`src/sv/wbps_pkg.sv`:
```
`timescale 1ns / 1ps

package wbps_pkg;

  localparam int MAX_PATTERN_DEF = 64;
  localparam int ULEN_W          = 8;
  localparam int ENTRY_W         = 6;
  localparam int BYTE_W          = 8;
  localparam int CFG_W           = 7;
  localparam int POS_W           = 32;

  localparam logic             CMD_LOAD = 1'b0;
  localparam logic             CMD_BYTE = 1'b1;
  localparam logic [BYTE_W-1:0] WILDCARD = 8'h3F;
  localparam logic [POS_W-1:0]  POS_MAX  = 32'hFFFF_FFFF;

  typedef struct packed {
    logic               command;
    logic [ENTRY_W-1:0] entry_index;
    logic [BYTE_W-1:0]  byte_value;
    logic               last_of_buffer;
  } in_item_t;

  typedef struct packed {
    logic             found;
    logic [POS_W-1:0] match_offset;
  } out_item_t;

  typedef struct packed {
    logic step;
    logic clear;
    logic hold;
  } cell_ctrl_t;

endpackage

```
`src/sv/wbps_cell.sv`:
```
`timescale 1ns / 1ps

module wbps_cell (
  input  logic                       clk,
  input  logic                       rst_n,
  input  wbps_pkg::cell_ctrl_t       ctrl,
  input  logic [wbps_pkg::BYTE_W-1:0] src_byte,
  input  logic                       load_en,
  input  logic                       active,
  input  logic                       is_last,
  input  logic                       prev_bit,
  output logic                       bit_q,
  output logic                       tap
);
  import wbps_pkg::*;

  logic [BYTE_W-1:0] pat_r;
  logic [BYTE_W-1:0] pat_nxt;
  logic              prog_r;
  logic              prog_nxt;
  logic              hit;
  logic              bit_new;

  assign hit     = (pat_r == WILDCARD) || (pat_r == src_byte);
  assign bit_new = active && prev_bit && hit;
  assign tap     = bit_new && is_last;
  assign bit_q   = prog_r;
  assign pat_nxt = load_en ? src_byte : pat_r;

  always_comb begin
    prog_nxt = prog_r;
    if (ctrl.step) begin
      if (ctrl.clear) begin
        prog_nxt = 1'b0;
      end else if (!ctrl.hold) begin
        prog_nxt = bit_new;
      end
    end
  end

  always_ff @(posedge clk) begin
    pat_r <= pat_nxt;
  end

  always_ff @(posedge clk) begin
    if (!rst_n) begin
      prog_r <= 1'b0;
    end else begin
      prog_r <= prog_nxt;
    end
  end

endmodule

```
`src/sv/wildcard_byte_pattern_search_unit.sv`:
```
`timescale 1ns / 1ps
// A result appears in the output register in the cycle after its last byte is taken.
// One item per cycle unless stalled; the comparison chain checks every entry each cycle.
// Input is taken whenever the output register is empty or being drained in the same cycle.
// Reset (rst_n, synchronous, active low) clears progress bits, position and match state,
// and sets the pattern length to one; pattern entries are undefined until loaded.

module wildcard_byte_pattern_search_unit #(
  parameter int MAX_PATTERN = wbps_pkg::MAX_PATTERN_DEF
) (
  input  logic                        clk,
  input  logic                        rst_n,
  input  logic                        in_valid,
  output logic                        in_ready,
  input  wbps_pkg::in_item_t          in_data,
  output logic                        out_valid,
  input  logic                        out_ready,
  output wbps_pkg::out_item_t         out_data,
  input  logic                        cfg_valid,
  output logic                        cfg_ready,
  input  logic [wbps_pkg::CFG_W-1:0]  cfg_data
);
  import wbps_pkg::*;

  logic [CFG_W-1:0]       len_r;
  logic [ULEN_W-1:0]      ulen;
  logic                   accept;
  logic                   is_load;
  logic                   is_step;
  logic                   is_last;
  cell_ctrl_t             ctrl;
  logic [MAX_PATTERN-1:0] bits;
  logic [MAX_PATTERN-1:0] taps;
  logic                   tap_any;

  logic [POS_W-1:0] pos_r, pos_nxt;
  logic             seen_r, seen_nxt;
  logic [POS_W-1:0] first_r, first_nxt;
  logic             seen_new;
  logic [POS_W-1:0] first_new;
  logic             out_valid_r, out_valid_nxt;
  out_item_t        out_data_r, out_data_nxt;

  assign cfg_ready = 1'b1;
  assign ulen = ({1'b0, len_r} > ULEN_W'(MAX_PATTERN)) ? ULEN_W'(MAX_PATTERN) : {1'b0, len_r};

  assign in_ready = !out_valid_r || out_ready;
  assign accept   = in_valid && in_ready;
  assign is_load  = accept && (in_data.command == CMD_LOAD);
  assign is_step  = accept && (in_data.command == CMD_BYTE);
  assign is_last  = is_step && in_data.last_of_buffer;

  assign ctrl.step  = is_step;
  assign ctrl.clear = in_data.last_of_buffer;
  assign ctrl.hold  = (ulen == '0);

  for (genvar k = 0; k < MAX_PATTERN; k++) begin : g_cell
    logic prev;
    if (k == 0) begin : g_first
      assign prev = 1'b1;
    end else begin : g_rest
      assign prev = bits[k-1];
    end
    wbps_cell u_cell (
      .clk      (clk),
      .rst_n    (rst_n),
      .ctrl     (ctrl),
      .src_byte (in_data.byte_value),
      .load_en  (is_load && (k < (1 << ENTRY_W)) && (in_data.entry_index == ENTRY_W'(k))),
      .active   (ulen > ULEN_W'(k)),
      .is_last  (ulen == ULEN_W'(k + 1)),
      .prev_bit (prev),
      .bit_q    (bits[k]),
      .tap      (taps[k])
    );
  end

  assign tap_any = |taps;

  always_comb begin
    seen_new  = seen_r;
    first_new = first_r;
    if (!seen_r) begin
      if (ctrl.hold) begin
        seen_new  = 1'b1;
        first_new = '0;
      end else if (tap_any) begin
        seen_new  = 1'b1;
        first_new = pos_r - (POS_W'(ulen) - POS_W'(1));
      end
    end
  end

  always_comb begin
    pos_nxt   = pos_r;
    seen_nxt  = seen_r;
    first_nxt = first_r;
    if (is_step) begin
      if (in_data.last_of_buffer) begin
        pos_nxt   = '0;
        seen_nxt  = 1'b0;
        first_nxt = '0;
      end else begin
        pos_nxt   = (pos_r == POS_MAX) ? pos_r : pos_r + POS_W'(1);
        seen_nxt  = seen_new;
        first_nxt = first_new;
      end
    end
  end

  always_comb begin
    out_valid_nxt = out_valid_r;
    out_data_nxt  = out_data_r;
    if (out_ready) begin
      out_valid_nxt = 1'b0;
    end
    if (is_last) begin
      out_valid_nxt             = 1'b1;
      out_data_nxt.found        = seen_new;
      out_data_nxt.match_offset = seen_new ? first_new : '0;
    end
  end

  always_ff @(posedge clk) begin
    if (!rst_n) begin
      len_r       <= CFG_W'(1);
      pos_r       <= '0;
      seen_r      <= 1'b0;
      first_r     <= '0;
      out_valid_r <= 1'b0;
    end else begin
      if (cfg_valid && cfg_ready) begin
        len_r <= cfg_data;
      end
      pos_r       <= pos_nxt;
      seen_r      <= seen_nxt;
      first_r     <= first_nxt;
      out_valid_r <= out_valid_nxt;
    end
  end

  always_ff @(posedge clk) begin
    out_data_r <= out_data_nxt;
  end

  assign out_valid = out_valid_r;
  assign out_data  = out_data_r;

  a_last_gives_result: assert property (@(posedge clk) disable iff (!rst_n)
    is_last |=> out_valid)
    else $error("last byte transfer did not produce a result");

  a_not_found_zero: assert property (@(posedge clk) disable iff (!rst_n)
    (out_valid && !out_data.found) |-> (out_data.match_offset == '0))
    else $error("offset is not zero for a result without a match");

  a_last_clears: assert property (@(posedge clk) disable iff (!rst_n)
    is_last |=> (pos_r == '0) && !seen_r && (first_r == '0))
    else $error("search state not cleared after the last byte");

endmodule
```
`config.mk`:
```
export PLATFORM = sky130hd
export DESIGN_NAME = wildcard_byte_pattern_search_unit
export DESIGN_NICKNAME = d
export VERILOG_FILES = /design/src/sv/wbps_pkg.sv /design/src/sv/wbps_cell.sv /design/src/sv/wildcard_byte_pattern_search_unit.sv
export SDC_FILE = /design/constraint.sdc
export NUM_CORES = 1
export LEC_CHECK = 0
export BUFFER_PORTS_ARGS = -buffer_cell sky130_fd_sc_hd__buf_2
export CORE_MARGIN = 2
export CORE_UTILIZATION = 55
export DETAILED_ROUTE_END_ITERATION = 16
export GPL_TIMING_DRIVEN = 1
export PLACE_DENSITY_LB_ADDON = 0.12
export SYNTH_ARGS = -nofsm -noshare
export SYNTH_HDL_FRONTEND = slang
export SYNTH_SLANG_ARGS = --single-unit
export TNS_END_PERCENT = 20
```
`constraint.sdc`:
```
create_clock -name clk -period 13.85 [get_ports clk]
set_input_delay 1.385 -clock clk [delete_from_list [all_inputs] [get_ports clk]]
set_output_delay 1.385 -clock clk [all_outputs]
set_load 0.02 [all_outputs]
```
### After elaboration in Yosys (flattened, before gate mapping)

Cells that the tools add are included.

| storage, ports and cells | value |
|---|---|
| register bits | 681 |
| output and inout bits | 36 |
| input bits | 28 |
| word-level logic and storage cells | 931 |

| cells by class | value |
|---|---|
| eq/ne operators | 258 |
| add/subtract/negate cells | 3 |
| reductions and logical operators | 331 |
| bitwise logic cells | 1 |
| magnitude comparators | 65 |
| multiplexer cells | 139 |

Operators by type and width:

| cell | number |
|---|---|
| $eq A8 B6 Y1 const B | 64 |
| $eq A8 B8 Y1 | 64 |
| $logic_and A1 B1 Y1 | 259 |
| $eq A7 B6 Y1 const B | 32 |
| $gt A7 B6 Y1 const B | 32 |
| $eq A6 B6 Y1 const B | 32 |
| $mux W32 | 6 |
| $mux W1 | 132 |
| $eq A7 B5 Y1 const B | 16 |
| $gt A7 B5 Y1 const B | 16 |
| $eq A6 B5 Y1 const B | 16 |
| $logic_or A1 B1 Y1 | 65 |
| $reduce_or A64 Y1 | 1 |
| $eq A7 B4 Y1 const B | 8 |
| $gt A7 B4 Y1 const B | 8 |
| $eq A6 B4 Y1 const B | 8 |
| $add A32 B1 Y32 const B | 1 |
| $eq A32 B32 Y1 const B | 1 |
| $sub A32 B32 Y32 | 1 |
| $eq A7 B3 Y1 const B | 4 |
| $gt A7 B3 Y1 const B | 4 |
| $eq A6 B3 Y1 const B | 4 |
| $eq A7 B2 Y1 const B | 2 |
| $gt A7 B1 Y1 const B | 2 |
| other kinds (15) | 19 |

### Longest topological paths before layout

Gate-level depths: netlist of run 1.

| depth | value |
|---|---|
| word-level depth | 11 |
| mapped depth | 20 |
| depth with buffers taken out | 17 |

### Modules after synthesis

Synthesis of run 1 repeated with hierarchy kept, for this count alone.

| second synthesis, totals | value |
|---|---|
| cell total of the unflattened synthesis | 3,060 |
| area, all modules | 33,693.6 µm² |

Modules (own cells, without submodules):

| module | area each (µm²) | sequential area each (µm²) | cells an instance | times used |
|---|---|---|---|---|
| wbps_cell | 405.4 | 260.2 | 32 | 64 |
| wildcard_byte_pattern_search_unit | 7,748.7 | 2,452.4 | 1,012 | 1 |

### Least setup slack after synthesis of run 1

OpenSTA, ideal clock, no wires.

| timing path | value |
|---|---|
| kind | register -> register |
| from | register len_r[2] |
| to | register out_data_r, in the netlist out_data[20] (data pin) |
| buffers on the path | 4 |
| clock period less this slack | 4.435 ns |
| cell stages (with the launch flop) | 18 |
| path slack | 9.415 ns |
| setup time | 0.267 ns |
| arrival time | 4.168 ns |
| data required time | 13.583 ns |
| cell sequence | dfxtp_1 > buf_4 > buf_4 > buf_2 > nor2_1 > nand3_1 > ha_1 > clkbuf_1 > nand4_1 > nor2_1 > a2111oi_0 > o21ai_1 > a31o_2 > and2_1 > or4_1 > o311ai_1 > xor2_1 > o22ai_1 |

| between the ends | value |
|---|---|
| longest elaborated chain between the ends | 10 |
| elaborated cells between the ends (all ways) | 331 |
| classes of those cells | 2 x add/sub; 65 x order compare; 64 x eq/ne; 7 x mux; 193 x reduce/logical |

RTL lines:

| what | RTL line | RTL |
|---|---|---|
| from (decl) | wildcard_byte_pattern_search_unit.sv:25 | `logic [CFG_W-1:0] len_r;` |
| from (signal assigned) | wildcard_byte_pattern_search_unit.sv:133 | `len_r <= cfg_data;` |
| $gt A7 B7 Y1 | wildcard_byte_pattern_search_unit.sv:45 | `assign ulen = ({1'b0, len_r} > ULEN_W'(MAX_PATTERN)) ? ULEN_W'(MAX_PATTERN) : {1'b0, len_r};` |
| $mux W7 * | wildcard_byte_pattern_search_unit.sv:45 |  |
| branches (longest 8 deep; another with $sub A32 B32 Y32) | n/a |  |
| to (signal assigned) | wildcard_byte_pattern_search_unit.sv:143 | `out_data_r <= out_data_nxt;` |
| to (decl) | wildcard_byte_pattern_search_unit.sv:42 | `out_item_t out_data_r, out_data_nxt;` |

Every way passes the cells marked *.
A chain may end at the register's enable or synchronous reset.

### Worst setup path in the final report of run 1

| timing path | value |
|---|---|
| from | input port in_data[7] in the netlist's numbering |
| to | register out_data_r, in the netlist out_data[4] (data pin) |

| between the ends | value |
|---|---|
| longest elaborated chain between the ends | 8 |
| elaborated cells between the ends (all ways) | 263 |
| classes of those cells | 64 x eq/ne; 6 x mux; 193 x reduce/logical |

RTL lines:

| what | RTL line | RTL |
|---|---|---|
| from (decl) | wildcard_byte_pattern_search_unit.sv:15 | `input wbps_pkg::in_item_t in_data,` |
| $eq A8 B8 Y1 | wbps_cell.sv:24 | `assign hit = (pat_r == WILDCARD) \|\| (pat_r == src_byte);` |
| $logic_or A1 B1 Y1 | wbps_cell.sv:24 |  |
| $logic_and A1 B1 Y1 | wbps_cell.sv:25 | `assign bit_new = active && prev_bit && hit;` |
| $logic_and A1 B1 Y1 | wbps_cell.sv:26 | `assign tap = bit_new && is_last;` |
| $reduce_or A64 Y1 * | wildcard_byte_pattern_search_unit.sv:78 | `assign tap_any = \|taps;` |
| $mux W32 / $mux W1 (equally long branches) | wildcard_byte_pattern_search_unit.sv:87 | `end else if (tap_any) begin` |
| $mux W32 / $mux W1 (equally long branches) | wildcard_byte_pattern_search_unit.sv:84 | `if (ctrl.hold) begin` |
| $mux W32 / $mux W1 (equally long branches) | wildcard_byte_pattern_search_unit.sv:83 | `if (!seen_r) begin` |

Mark *: on every way between the ends. The rest lies on a longest branch, timed or not.

==> metrics.md, run 1 <==
| Metric | Value |
|---|---|
| Synth area leader | edfxtp_1 |
| Net switching power of the design | 1.01 mW |
| Global-route layer with the greatest usage | met2 |
| Antenna violations before repair | 0 |
| Post-synth design cell area | 33,400 um^2 |
| Clock slew at reported path FFs | 60 ps |
| Number of buffers created by CTS | 72 |
| Start point of the worst min-delay path | g_cell[15].u_cell.bit_q$_SDFFE_PN0P_ |
| Leakage | 11.8 nW |
| Endpoint of the worst-slack reg-to-reg timing path | out_data[30]$_SDFFCE_PN0P_ |
| Clock tree from TritonCTS | built |
| CP Data Required Time | 14,150 ps |
| Number of enable-type register cells in the synthesized netlist | 545 |
| Initial detailed-routing violation count | 2,156 |
| CP peak stage delay | 880 ps |
| Number of global-route vias before repair | 22.2k |
| Kind of critical path | primary input to flip-flop |
| Post-CTS setup-driven buffer insertion count | 0 |
| Status | finished clean |
| Worst-case hold path end point | g_cell[15].u_cell.bit_q$_SDFFE_PN0P_ |
| Final hold violation count | 0 |
| Max Freq | 0.172 GHz |
| Cells after Synth | 2,784 |
| Seq/Total Area, Yosys | 57.1% |
| Worst-path maximum fanout | 55 |
| Area growth from synthesis to layout | 8.71% |
| Final std cells w/o fill | 3,663 |
| Global-route wire length before repair | 131,000 um |
| Worst Tran Pin Value | 1160 ps |
| Count of pins over their slew limit | 0 |
| Post-Layout Inst Area | 36,400 um^2 |
| Tcrit/Tclk final | 42.0% |
| Cell type of the slowest stage on the worst timing path | nand2_1 |
| Overall die area | 62,800 um^2 |
| Fraction of final layout cells with drive strength greater than 1 | 9.09% |
| Detailed-route wire length | 85,600 um |
| Detailed Place HPWL | 56,600 um |
| Routed vias/inst | 6.17 |
| Hold Path Class | flip-flop to flip-flop |
| Ratio of total power to cell area | 120 nW/um^2 |
| Reg-to-reg critical path startpoint | len_r[6]$_SDFFE_PN0P_ |
| Post-synth top area share | 48.9% |
| Startpoint class of the critical path | primary input |
| Core utilization of the finished layout | 60.3% |
| Worst supply voltage drop on vdd | 0.000100 V |
| Vertical extent of the die | 251 um |
| # port buffers | 62 |
| Rows | 90 |
| GRT overflow | 0 |
| Dominant register cell in the synthesized netlist | edfxtp_1 |
| Setup repair after global routing missed its margin | false |
| Length of the first detailed-routing pass in iterations | 6 |
| Overall die width | 251 um |
| Worst setup skew after layout | 23.2 ps |
| Hold bufs inserted after CTS | 0 |
| Worst reg-to-reg path cell count | 17 |
| Net switching share of the total power | 23.0% |
| Aggregate global-route resource usage | 27.1% |
| Mapped Nets | 2,852 |
| Met3 Usage GRT | 4.41% |
| Number of placed instances, taps included | 3,532 |
| Maximum number of pins on one net before global-route repair | 78 |
| Fraction of power consumed by combinational cells | 7.5% |
| I/O pin total | 64 |
| CP startpoint | in_data[7] |
| Cells along the critical path | buf_6 -> buf_4 -> buf_4 -> xor2_1 -> nor4_1 -> a21oi_1 -> o22ai_1 -> nor4_1 -> nand4_1 -> nor2_1 -> nand2_1 -> nand2_1 -> o22ai_1 |
| Global placement routability congestion | 0.994 |
| Setup Viol. Count Final | 0 |
| Cells taking the most area after synthesis | edfxtp_1 (49%), xor2_1 (11%), dfxtp_1 (8.1%) |
| Final ANT Viol Nets | 0 |
| Internal reg-to-reg setup slack | 8560 ps |
| FF+latch count, synth | 681 |
| Flop pwr share | 50.8% |
| Average wire length per cell after detail routing | 23.4 um |
| Placeable core region | 60,200 um^2 |
| Vias | 22.6k |
| Longest Clk Path Bufs | 3 |
| Crit. End Element | flip-flop |
| CTS resizes | 0 |
| Sum of negative setup slack | 0 ps |
| Ant. Diodes | 0 |
| Cell depth of the worst hold path | 2 |
| Met2 track demand over resource | 43.6% |
| Crit path arrival time | 6110 ps |
| Cell-internal power | 3.37 mW |
| Max transition margin | 22.6% |
| Post-synthesis cell type count | 92 |
| Net count reported at finish | 2,892 |
| Time the final worst path needs with I/O delays and setup | 5810 ps |
| Cell at the root of the clock tree | clkbuf_16 |
| Remaining DRCs | 0 |
| Per-instance average area after synthesis | 12.0 um^2 |
| Portion of total power attributed to the clock network | 41.7% |
| Met1 track utilization from global routing | 36.8% |
| Number of warnings reported in the yosys synthesis log | 0 |
| Final-layout fill cell count | 4,756 |
| Number of max-cap violations | 0 |
| Worst-Skew Late Latency | 620 ps |
| TritonCTS Sinks | 681 |
| H-Tree Level Count | 3 |
| Starting density of the core | 55.5% |
| Power Total | 4.37 mW |
| Post-synth ARST share | 0% |
| Instance area at placement | 34,100 um^2 |
-- metal layers --
metal	vias to the layer above	wire, um
li1	10400	-
met1	11200	36600
met2	828	40100
met3	175	5530
met4	0	3400
met5	-	0
-- registers in the layout, indices dropped and copies added (netlist names) --
name,cells
out_valid,1
seen_r,1
out_data,33
g_cell.u_cell.pat_r,512
g_cell.u_cell.bit_q,63
pos_r,32
first_r,32
len_r,7
-- power by group through the flow --
stage / Combinational [mW] / Sequential (mW) / Clock, mW
global route: 0.351 / 2.22 / 1.94
detailed placement: 0.323 / 2.26 / 0
floorplan: 0.224 / 2.27 / 0
finish: 0.327 / 2.22 / 1.83
global placement: 0.319 / 2.26 / 0
CTS: 0.325 / 2.22 / 1.86
-- stage by stage --
stage | hold WS (ps) | worst slack, ps
floorplan | 436 | 9420
finish | 460 | 8040
detailed placement | 453 | 7460
global route | 487 | 7680
CTS | 460 | 8060
global placement | 446 | 7590
-- cells in the final DEF, fill, tap and decap left out, types with 8 or more instances in the layout --
cell type / Yosys / layout
dfxtp_1: 136 / 135
and3_1: 18 / 18
inv_1: 56 / 56
nor2_1: 153 / 153
o22ai_1: 38 / 38
nor3b_1: 8 / 8
nand4_1: 124 / 124
or3_1: 15 / 15
a21oi_1: 113 / 113
edfxtp_1: 545 / 545
a21o_1: 13 / 13
a32oi_1: 14 / 14
nor4_1: 159 / 159
nand3_1: 52 / 52
o21ai_0: 61 / 61
o21ai_1: 9 / 8
nand2_1: 185 / 185
clkbuf_16: 0 / 75
buf_6: 31 / 8
o22ai_2: 30 / 30
nor2b_1: 53 / 53
clkinv_1: 0 / 13
or4_1: 17 / 17
nand2b_1: 12 / 12
xor2_1: 412 / 412
clkbuf_1: 42 / 22
buf_4: 36 / 36
and2_1: 20 / 20
a21boi_0: 21 / 21
ha_1: 39 / 39
nor3_1: 31 / 29
xnor2_1: 155 / 155
a31oi_1: 10 / 10
buf_2: 15 / 54
and4_1: 10 / 10
-- worst max-delay path: cells and delay by family --
| family | cells | cell delay, ps |
|---|---|---|
| buffers and inverters | 3 | 1680 |
| xor gates and xnor gates | 1 | 220 |
| AOI/OAI and AO/OA | 3 | 780 |
| and+or+nand+nor | 6 | 1950 |
-- synthesized netlist by cell type, types with 12 or more instances --
library cell / n
buf_4: 36
a21oi_1: 113
or3_1: 15
ha_1: 39
a21o_1: 13
nand2_1: 185
inv_1: 56
o22ai_2: 30
nor4_1: 159
and3_1: 18
o22ai_1: 38
a32oi_1: 14
nor3_1: 31
clkbuf_1: 42
and2_1: 20
nand3_1: 52
nand2b_1: 12
nand4_1: 124
xnor2_1: 155
nor2_1: 153
edfxtp_1: 545
buf_2: 15
or4_1: 17
buf_6: 31
nor2b_1: 53
a21boi_0: 21
o21ai_0: 61
xor2_1: 412
dfxtp_1: 136
-- layout make-up --
cell class | instances | area [um^2] | area share [%]
repair buffers | 98 | 631 | 1.73
inverters | 57 | 214 | 0.589
flip-flops and latches | 681 | 19100 | 52.5
clock inverters | 30 | 208 | 0.571
clock buffers | 101 | 2010 | 5.54
multi-input cells | 1914 | 13200 | 36.4
well taps | 782 | 978 | 2.69
-- worst max-delay path by stage --
| stage | endpoint | slack (ps) |
|---|---|---|
| finish | out_data[4]$_SDFFCE_PN0P_ | 8040 |
| global route | out_data[6]$_SDFFCE_PN0P_ | 7680 |
| CTS | out_data[2]$_SDFFCE_PN0P_ | 8060 |
| detailed placement | out_data[2]$_SDFFCE_PN0P_ | 7460 |
| global placement | out_data[6]$_SDFFCE_PN0P_ | 7590 |
| floorplan | out_data[20]$_SDFFCE_PN0P_ | 9420 |
-- logic make-up after synthesis --
group | Yosys count | synth area share, %
muxes | 7 | 0.210
AOI/OAI and AO/OA | 392 | 8.10
buffers and inverters | 189 | 3.46
other | 1 | 0.0112
xor gates and xnor gates | 567 | 14.9
DFF | 681 | 57.1
adders and majority gates | 40 | 1.52
and+or+nand+nor | 907 | 14.8
Power figures use the tool's default switching activity.
==> run 2, diff against run 1 <==
==> constraint.sdc (replaced) <==
create_clock -name clk -period 4.87 [get_ports clk]
set_input_delay 0.487 -clock clk [delete_from_list [all_inputs] [get_ports clk]]
set_output_delay 0.487 -clock clk [all_outputs]
set_load 0.02 [all_outputs]
==> run 2 against run 1 <==
Effect of this change:
- first-iteration DRC count decreased by 19%
- critical path type is now flip-flop to flip-flop
- cell count increased by 1.8%
- sequential share of layout area decreased by 1.1 points
- register-to-register slack got worse by 8100 ps
- via count increased by 0.25%
- design area increased by 2.1%
- clock power increased to 3.0 times the previous value
- routed wire length increased by 2.4%
- total power increased to 2.9 times the previous value
- non-clock buffer count increased by 61
- die area unchanged
- combinational power increased to 3.0 times the previous value
==> metrics.md, run 2 (synthesis gave the netlist of run 1 again) <==
| Metric | Value |
|---|---|
| Net count reported at finish | 2,955 (was 2,892) |
| Cell at the root of the clock tree | clkbuf_16 (unchanged) |
| Tcrit/Tclk final | 90.5% |
| Leading cell type in the layout, fill and taps excluded | edfxtp_1 (unchanged) |
| GRT overflow | 0 (unchanged) |
| CP peak stage delay | 470 ps (was 880 ps) |
| Post-CTS setup-driven buffer insertion count | 0 (unchanged) |
| Starting density of the core | 55.5% (unchanged) |
| Vias | 22.7k (was 22.6k) |
| Number of global-route vias before repair | 22.5k (was 22.2k) |
| Longest Clk Path Bufs | 3 (unchanged) |
| Number of max-cap violations | 0 (unchanged) |
| Kind of critical path | flip-flop to flip-flop (was primary input to flip-flop) |
| Worst-path maximum fanout | 13 (was 55) |
| Ant. Diodes | 0 (unchanged) |
| Flop pwr share | 49.6% (was 50.8%) |
| Cells along the critical path | inv_2 -> nand2_1 -> ha_1 -> nor2_1 -> a31oi_1 -> o21ai_0 -> ha_1 -> a21o_1 -> a21o_1 -> o211ai_1 -> o21ai_1 -> a31o_2 -> and2_1 -> or4_1 -> o311ai_1 -> xor2_1 -> o22ai_1 (was buf_6 -> buf_4 -> buf_4 -> xor2_1 -> nor4_1 -> a21oi_1 -> o22ai_1 -> nor4_1 -> nand4_1 -> nor2_1 -> nand2_1 -> nand2_1 -> o22ai_1) |
| Global-route wire length before repair | 133,000 um (was 131,000 um) |
| Placeable core region | 60,200 um^2 (unchanged) |
| CTS resizes | 0 (unchanged) |
| Core utilization of the finished layout | 61.6% (was 60.3%) |
| Worst supply voltage drop on vdd | 0.000318 V (was 0.000100 V) |
| Time the final worst path needs with I/O delays and setup | 4410 ps |
| Most flops, register | g_cell.u_cell.pat_r (unchanged) |
| Clock slew at reported path FFs | 60 ps (about the same) |
| Global placement routability congestion | 0.981 (was 0.994) |
| Worst Tran Pin Value | 1170 ps (was 1160 ps) |
| Leakage | 12.3 nW (was 11.8 nW) |
| Setup repair after global routing missed its margin | false (unchanged) |
| Ratio of total power to cell area | 344 nW/um^2 (was 120 nW/um^2) |
| Net switching power of the design | 2.94 mW (was 1.01 mW) |
| Vertical extent of the die | 251 um (unchanged) |
| Final hold violation count | 0 (unchanged) |
| WHS | 186 ps (was 460 ps) |
| Aggregate global-route resource usage | 27.9% (was 27.1%) |
| Rows | 90 (unchanged) |
| Net switching share of the total power | 23.0% (about the same) |
| Reg-to-reg critical path startpoint | len_r[6]$_SDFFE_PN0P_ (unchanged) |
| Sum of negative setup slack | 0 ps (unchanged) |
| Fraction of power consumed by combinational cells | 7.8% (was 7.5%) |
| Flip-flop count of the largest register, all copies and words added | 512 (unchanged) |
| Max transition margin | 21.9% (was 22.6%) |
| Cell-internal power | 9.81 mW (was 3.37 mW) |
| TritonCTS Sinks | 681 (unchanged) |
| Remaining DRCs | 0 (unchanged) |
| Count of pins over their slew limit | 0 (unchanged) |
| Start point of the worst min-delay path | cfg_data[1] (was g_cell[15].u_cell.bit_q$_SDFFE_PN0P_) |
| Overall die width | 251 um (unchanged) |
| Hold Path Class | primary input to flip-flop (was flip-flop to flip-flop) |
| Startpoint class of the critical path | flip-flop (was primary input) |
| Crit. End Element | flip-flop (unchanged) |
| Clock tree from TritonCTS | built (unchanged) |
| CP Data Required Time | 5200 ps (was 14,150 ps) |
| CP startpoint | len_r[6]$_SDFFE_PN0P_ (was in_data[7]) |
| I/O pin total | 64 (unchanged) |
| Average wire length per cell after detail routing | 23.5 um (was 23.4 um) |
| Length of the first detailed-routing pass in iterations | 7 (was 6) |
| Commonest cells after routing, fill and taps aside | edfxtp_1 (545), xor2_1 (412), nand2_1 (185) (unchanged) |
| Setup Viol. Count Final | 0 (unchanged) |
| Detailed-route wire length | 87,700 um (was 85,600 um) |
| Crit path arrival time | 4730 ps (was 6110 ps) |
| Overall die area | 62,800 um^2 (unchanged) |
| Worst setup skew after layout | 17.5 ps (was 23.2 ps) |
| H-Tree Level Count | 3 (unchanged) |
| Portion of total power attributed to the clock network | 42.6% (was 41.7%) |
| Worst-Skew Late Latency | 620 ps (about the same) |
| Initial detailed-routing violation count | 1,751 (was 2,156) |
| Routed vias/inst | 6.08 (was 6.17) |
| Status | finished clean (unchanged) |
| Max Freq | 0.227 GHz |
| Detailed Place HPWL | 61,800 um (was 56,600 um) |
| Fraction of final layout cells with drive strength greater than 1 | 11.1% (was 9.09%) |
| Area growth from synthesis to layout | 11.0% (was 8.71%) |
| Number of buffers created by CTS | 74 (was 72) |
| Cell type of the slowest stage on the worst timing path | dfxtp_2 (was nand2_1) |
| # port buffers | 62 (unchanged) |
| Antenna violations before repair | 5 (was 0) |
| Final ANT Viol Nets | 0 (unchanged) |
| Hold bufs inserted after CTS | 0 (unchanged) |
| Maximum number of pins on one net before global-route repair | 54 (was 78) |
-- run 2: cell count changes in the layout (fill, tap and decap cells not counted), moves of 2 or more --
cell        delta
clkinvlp_4     -5
clkbuf_16      +2
buf_4         +47
buf_12        +14
bufinv_16      +2
clkbuf_1       -2
clkinv_2       +2
-- run 2: worst paths after layout --
check                                   endpoint  slack [ps]  cells after the start
max                   out_data[20]$_SDFFCE_PN0P_         460                     17
min                        len_r[1]$_SDFFE_PN0P_         190                      3
max reg2reg           out_data[20]$_SDFFCE_PN0P_         460                     17
min reg2reg  g_cell[9].u_cell.bit_q$_SDFFE_PN0P_         460                      2
-- run 2: routing by layer --
layer | routed length, um | up-vias | part of all wire (%) | GRT usage, %
met2 | 40300 | 745 | 46 | 44.4
met1 | 38600 | 11200 | 44 | 38.2
met3 | 5310 | 207 | 6.0 | 5.18
met5 | 56 | - | 0.064 | 0
met4 | 3350 | 8 | 3.8 | 10.6
li1 | - | 10500 | - | -
-- run 2: stage by stage --
step / std cells / worst slack, ps / instance area [um^2] / total power, mW
floorplan: 2784 / 435 / 33400 / 7.08
global placement: 3593 / 670 / 34800 / 7.41
detailed placement: 3593 / 515 / 34800 / 7.43
CTS: 3728 / 508 / 37100 / 12.9
global route: 3728 / 108 / 37100 / 13.2
finish: 3728 / 463 / 37100 / 12.8
-- run 2: area by class of cell --
cell class,count,area (um^2)
repair buffers,159,1260
flip-flops and latches,681,19100
clock buffers,101,2060
clock inverters,34,299
fillers,4615,23100
inverters,57,214
multi-input cells,1914,13200
well taps,782,978
-- run 2: worst max-delay path: cells and delay by family, from the launching register on --
kind / cells / cell delay (ps)
AO/OA/AOI/OAI: 9 / 1600
buffers and inverters: 1 / 190
AND/OR/NAND/NOR: 4 / 860
flip-flops: 1 / 470
adder cells (fa/ha/maj): 2 / 750
XOR/XNOR: 1 / 250
-- run 2: power groups by stage --
stage | Combinational, mW | Clock, mW | Sequential [mW]
2_1_floorplan | 0.636 | 0 | 6.45
3_3_place_gp | 0.972 | 0 | 6.44
3_5_place_dp | 0.986 | 0 | 6.44
4_1_cts | 0.991 | 5.55 | 6.32
5_1_grt | 1.07 | 5.77 | 6.32
6_report | 0.994 | 5.44 | 6.32
==> run 3, diff against run 2 <==
--- a/config.mk
+++ b/config.mk
@@ -6,8 +6,9 @@
 export NUM_CORES = 1
 export LEC_CHECK = 0
 export BUFFER_PORTS_ARGS = -buffer_cell sky130_fd_sc_hd__buf_2
-export CORE_MARGIN = 2
+export CORE_MARGIN = 1.5
 export CORE_UTILIZATION = 55
+export CTS_CLUSTER_DIAMETER = 30
 export DETAILED_ROUTE_END_ITERATION = 16
 export GPL_TIMING_DRIVEN = 1
 export PLACE_DENSITY_LB_ADDON = 0.12
==> run 3 against run 2 <==
Effect of this change:
- cell count increased by 3.1%
- clock power increased by 80%
- register-to-register slack better by 30 ps
==> metrics.md, run 3 (synthesis gave the netlist of run 1 again) <==
| Metric | Value |
|---|---|
| Detailed-route wire length | 88,500 um (was 87,700 um) |
| Cell type of the slowest stage on the worst timing path | a2111oi_1 (was dfxtp_2) |
| Most flops, register | g_cell.u_cell.pat_r (unchanged) |
| Final ANT Viol Nets | 0 (unchanged) |
| Worst setup skew after layout | 33.3 ps (was 17.5 ps) |
| Flip-flop count of the largest register, all copies and words added | 512 (unchanged) |
| TritonCTS Sinks | 681 (unchanged) |
| Ratio of total power to cell area | 431 nW/um^2 (was 344 nW/um^2) |
| Reg-to-reg critical path startpoint | len_r[6]$_SDFFE_PN0P_ (unchanged) |
| Average wire length per cell after detail routing | 23.0 um (was 23.5 um) |
| Global placement routability congestion | 1.02 (was 0.981) |
| Detailed Place HPWL | 61,000 um (was 61,800 um) |
| Vias | 23.1k (was 22.7k) |
| Starting density of the core | 55.5% (unchanged) |
| Global-route wire length before repair | 135,000 um (was 133,000 um) |
| Cells along the critical path | buf_4 -> nor4_4 -> nand3_1 -> buf_4 -> ha_1 -> o21a_1 -> nor2_1 -> a2111oi_1 -> o211ai_1 -> a31oi_1 -> nand4_1 -> nand4b_1 -> a21oi_1 -> xnor2_1 -> o22ai_1 (was inv_2 -> nand2_1 -> ha_1 -> nor2_1 -> a31oi_1 -> o21ai_0 -> ha_1 -> a21o_1 -> a21o_1 -> o211ai_1 -> o21ai_1 -> a31o_2 -> and2_1 -> or4_1 -> o311ai_1 -> xor2_1 -> o22ai_1) |
| Aggregate global-route resource usage | 28.5% (was 27.9%) |
| Internal reg-to-reg setup slack | 490 ps (was 460 ps) |
| Worst supply voltage drop on vdd | 0.000358 V (was 0.000318 V) |
| Worst setup slack before clock tree synthesis | 533 ps (was 515 ps) |
| CP Data Required Time | 5270 ps (was 5200 ps) |
| Count of pins over their slew limit | 0 (unchanged) |
| Worst Tran Pin Value | 1200 ps (was 1170 ps) |
| H-Tree Level Count | 4 (was 3) |
| Most frequent cell on the critical path | buf_4 |
| CP peak stage delay | 740 ps (was 470 ps) |
| Number of global-route vias before repair | 23.0k (was 22.5k) |
| Clock tree from TritonCTS | built (unchanged) |
| Routed vias/inst | 6.02 (was 6.08) |
| Cell at the root of the clock tree | clkbuf_16 (unchanged) |
| Number of max-cap violations | 0 (unchanged) |
| Crit path capture | out_data[31]$_SDFFCE_PN0P_ (was out_data[20]$_SDFFCE_PN0P_) |
| Status | finished clean (unchanged) |
| Hold Path Class | primary input to flip-flop (unchanged) |
| Antenna violations before repair | 3 (was 5) |
| Net count reported at finish | 3,015 (was 2,955) |
| Setup repair after global routing missed its margin | false (unchanged) |
| Vertical extent of the die | 250 um (was 251 um) |
| Final hold violation count | 0 (unchanged) |
| Worst-Skew Late Latency | 710 ps (was 620 ps) |
| Commonest cells after routing, fill and taps aside | edfxtp_1 (545), xor2_1 (412), nand2_1 (185) (unchanged) |
| Max Freq | 0.228 GHz (was 0.227 GHz) |
| Leading cell type in the layout, fill and taps excluded | edfxtp_1 (unchanged) |
| CTS resizes | 0 (unchanged) |
| Sum of negative setup slack | 0 ps (unchanged) |
| Crit. End Element | flip-flop (unchanged) |
| Kind of critical path | flip-flop to flip-flop (unchanged) |
| Worst-path maximum fanout | 47 (was 13) |
| Startpoint class of the critical path | flip-flop (unchanged) |
| Length of the first detailed-routing pass in iterations | 5 (was 7) |
| Area growth from synthesis to layout | 18.7% (was 11.0%) |
| Setup Viol. Count Final | 0 (unchanged) |
| Max transition margin | 20.0% (was 21.9%) |
| CP startpoint | len_r[6]$_SDFFE_PN0P_ (unchanged) |
| Tcrit/Tclk final | 89.9% (was 90.5%) |
| Placeable core region | 60,200 um^2 (unchanged) |
| Number of buffers created by CTS | 138 (was 74) |
| Worst reg-to-reg path cell count | 15 (was 17) |
| Overall die area | 62,300 um^2 (was 62,800 um^2) |
| I/O pin total | 64 (unchanged) |
| Maximum number of pins on one net before global-route repair | 77 (was 54) |
| Time the final worst path needs with I/O delays and setup | 4380 ps (was 4410 ps) |
| Rows | 90 (unchanged) |
| Leakage | 13.5 nW (was 12.3 nW) |
| # port buffers | 62 (unchanged) |
| Final-layout fill cell count | 4,458 (was 4,615) |
| Post-CTS setup-driven buffer insertion count | 0 (unchanged) |
| Endpoint of the worst-slack reg-to-reg timing path | out_data[31]$_SDFFCE_PN0P_ (was out_data[20]$_SDFFCE_PN0P_) |
| Final worst slack | 492 ps (was 463 ps) |
| Initial detailed-routing violation count | 1,973 (was 1,751) |
| WHS | 125 ps (was 186 ps) |
| Crit path arrival time | 4780 ps (was 4730 ps) |
| GRT overflow | 0 (unchanged) |
| Hold bufs inserted after CTS | 0 (unchanged) |
| Remaining DRCs | 0 (unchanged) |
| Fraction of final layout cells with drive strength greater than 1 | 14.9% (was 11.1%) |
| Clock slew at reported path FFs | 40 ps (was 60 ps) |
| Longest Clk Path Bufs | 3 (unchanged) |
| Overall die width | 250 um (was 251 um) |
run 3: changes by cell type in the layout (fill, tap and decap cells not counted), sizes merged:
cell and change:
buf -4, bufinv +20, clkbuf +55, clkinv +22, clkinvlp +12, diode +1
inv +11
run 3: how the worst min path moves through the flow:
stage                                                 endpoint  cells past startpoint  slack (ps)                                 start
after floorplan            g_cell[9].u_cell.bit_q$_SDFFE_PN0P_                      2         440   g_cell[9].u_cell.bit_q$_SDFFE_PN0P_
after global placement     g_cell[9].u_cell.bit_q$_SDFFE_PN0P_                      2         450   g_cell[9].u_cell.bit_q$_SDFFE_PN0P_
after detailed placement  g_cell[43].u_cell.bit_q$_SDFFE_PN0P_                      2         460  g_cell[43].u_cell.bit_q$_SDFFE_PN0P_
after CTS                                len_r[0]$_SDFFE_PN1P_                      3         110                           cfg_data[0]
after global routing                     len_r[0]$_SDFFE_PN1P_                      3         120                           cfg_data[0]
final                                    len_r[0]$_SDFFE_PN1P_                      3         130                           cfg_data[0]
run 3: layout make-up:
| class | count | area [um^2] | area share, % |
|---|---|---|---|
| multi-input cells | 1914 | 13200 | 33.3 |
| repair buffers | 155 | 1280 | 3.23 |
| clock inverters | 99 | 1300 | 3.27 |
| flip-flops and latches | 681 | 19100 | 48.1 |
| well taps | 782 | 978 | 2.47 |
| clock buffers | 156 | 3610 | 9.10 |
| inverters | 57 | 214 | 0.539 |
| diodes | 1 | 2.50 | 0.00630 |
run 3: per-layer routing:
layer	GRT usage, %	vias to the layer above	part of all wire, %
li1	-	10700	-
met2	45.1	814	47
met1	38.3	11400	43
met4	13.4	4	4.0
met3	4.91	219	6.2
met5	0	-	0.032
run 3: worst max-delay path: cells and delay by family (launching register included):
| kind | cells | cell delay, ps |
|---|---|---|
| xor gates and xnor gates | 1 | 280 |
| AOI/OAI and AO/OA | 6 | 1690 |
| DFF | 1 | 310 |
| and+or+nand+nor | 5 | 780 |
| buffers and inverters | 2 | 560 |
| adders and majority gates | 1 | 420 |
run 3: report_power, final:
group          switching, mW  leakage (nW)  total, mW  internal (mW)
combinational          0.665          5.11      0.996          0.331
clock                   3.14          2.37       9.79           6.64
sequential            0.0199          6.01       6.34           6.32
total                   3.83          13.5       17.1           13.3
run 3: metrics by stage:
step	cell area [um^2]	util [%]	std cells	power, mW
after floorplan	33400	-	2784	7.08
after global placement	34800	57.7	3589	7.42
after detailed placement	34800	57.7	3589	7.43
after CTS	39700	65.9	3844	17.2
after global routing	39700	65.9	3845	17.6
final	39700	65.9	3845	17.1
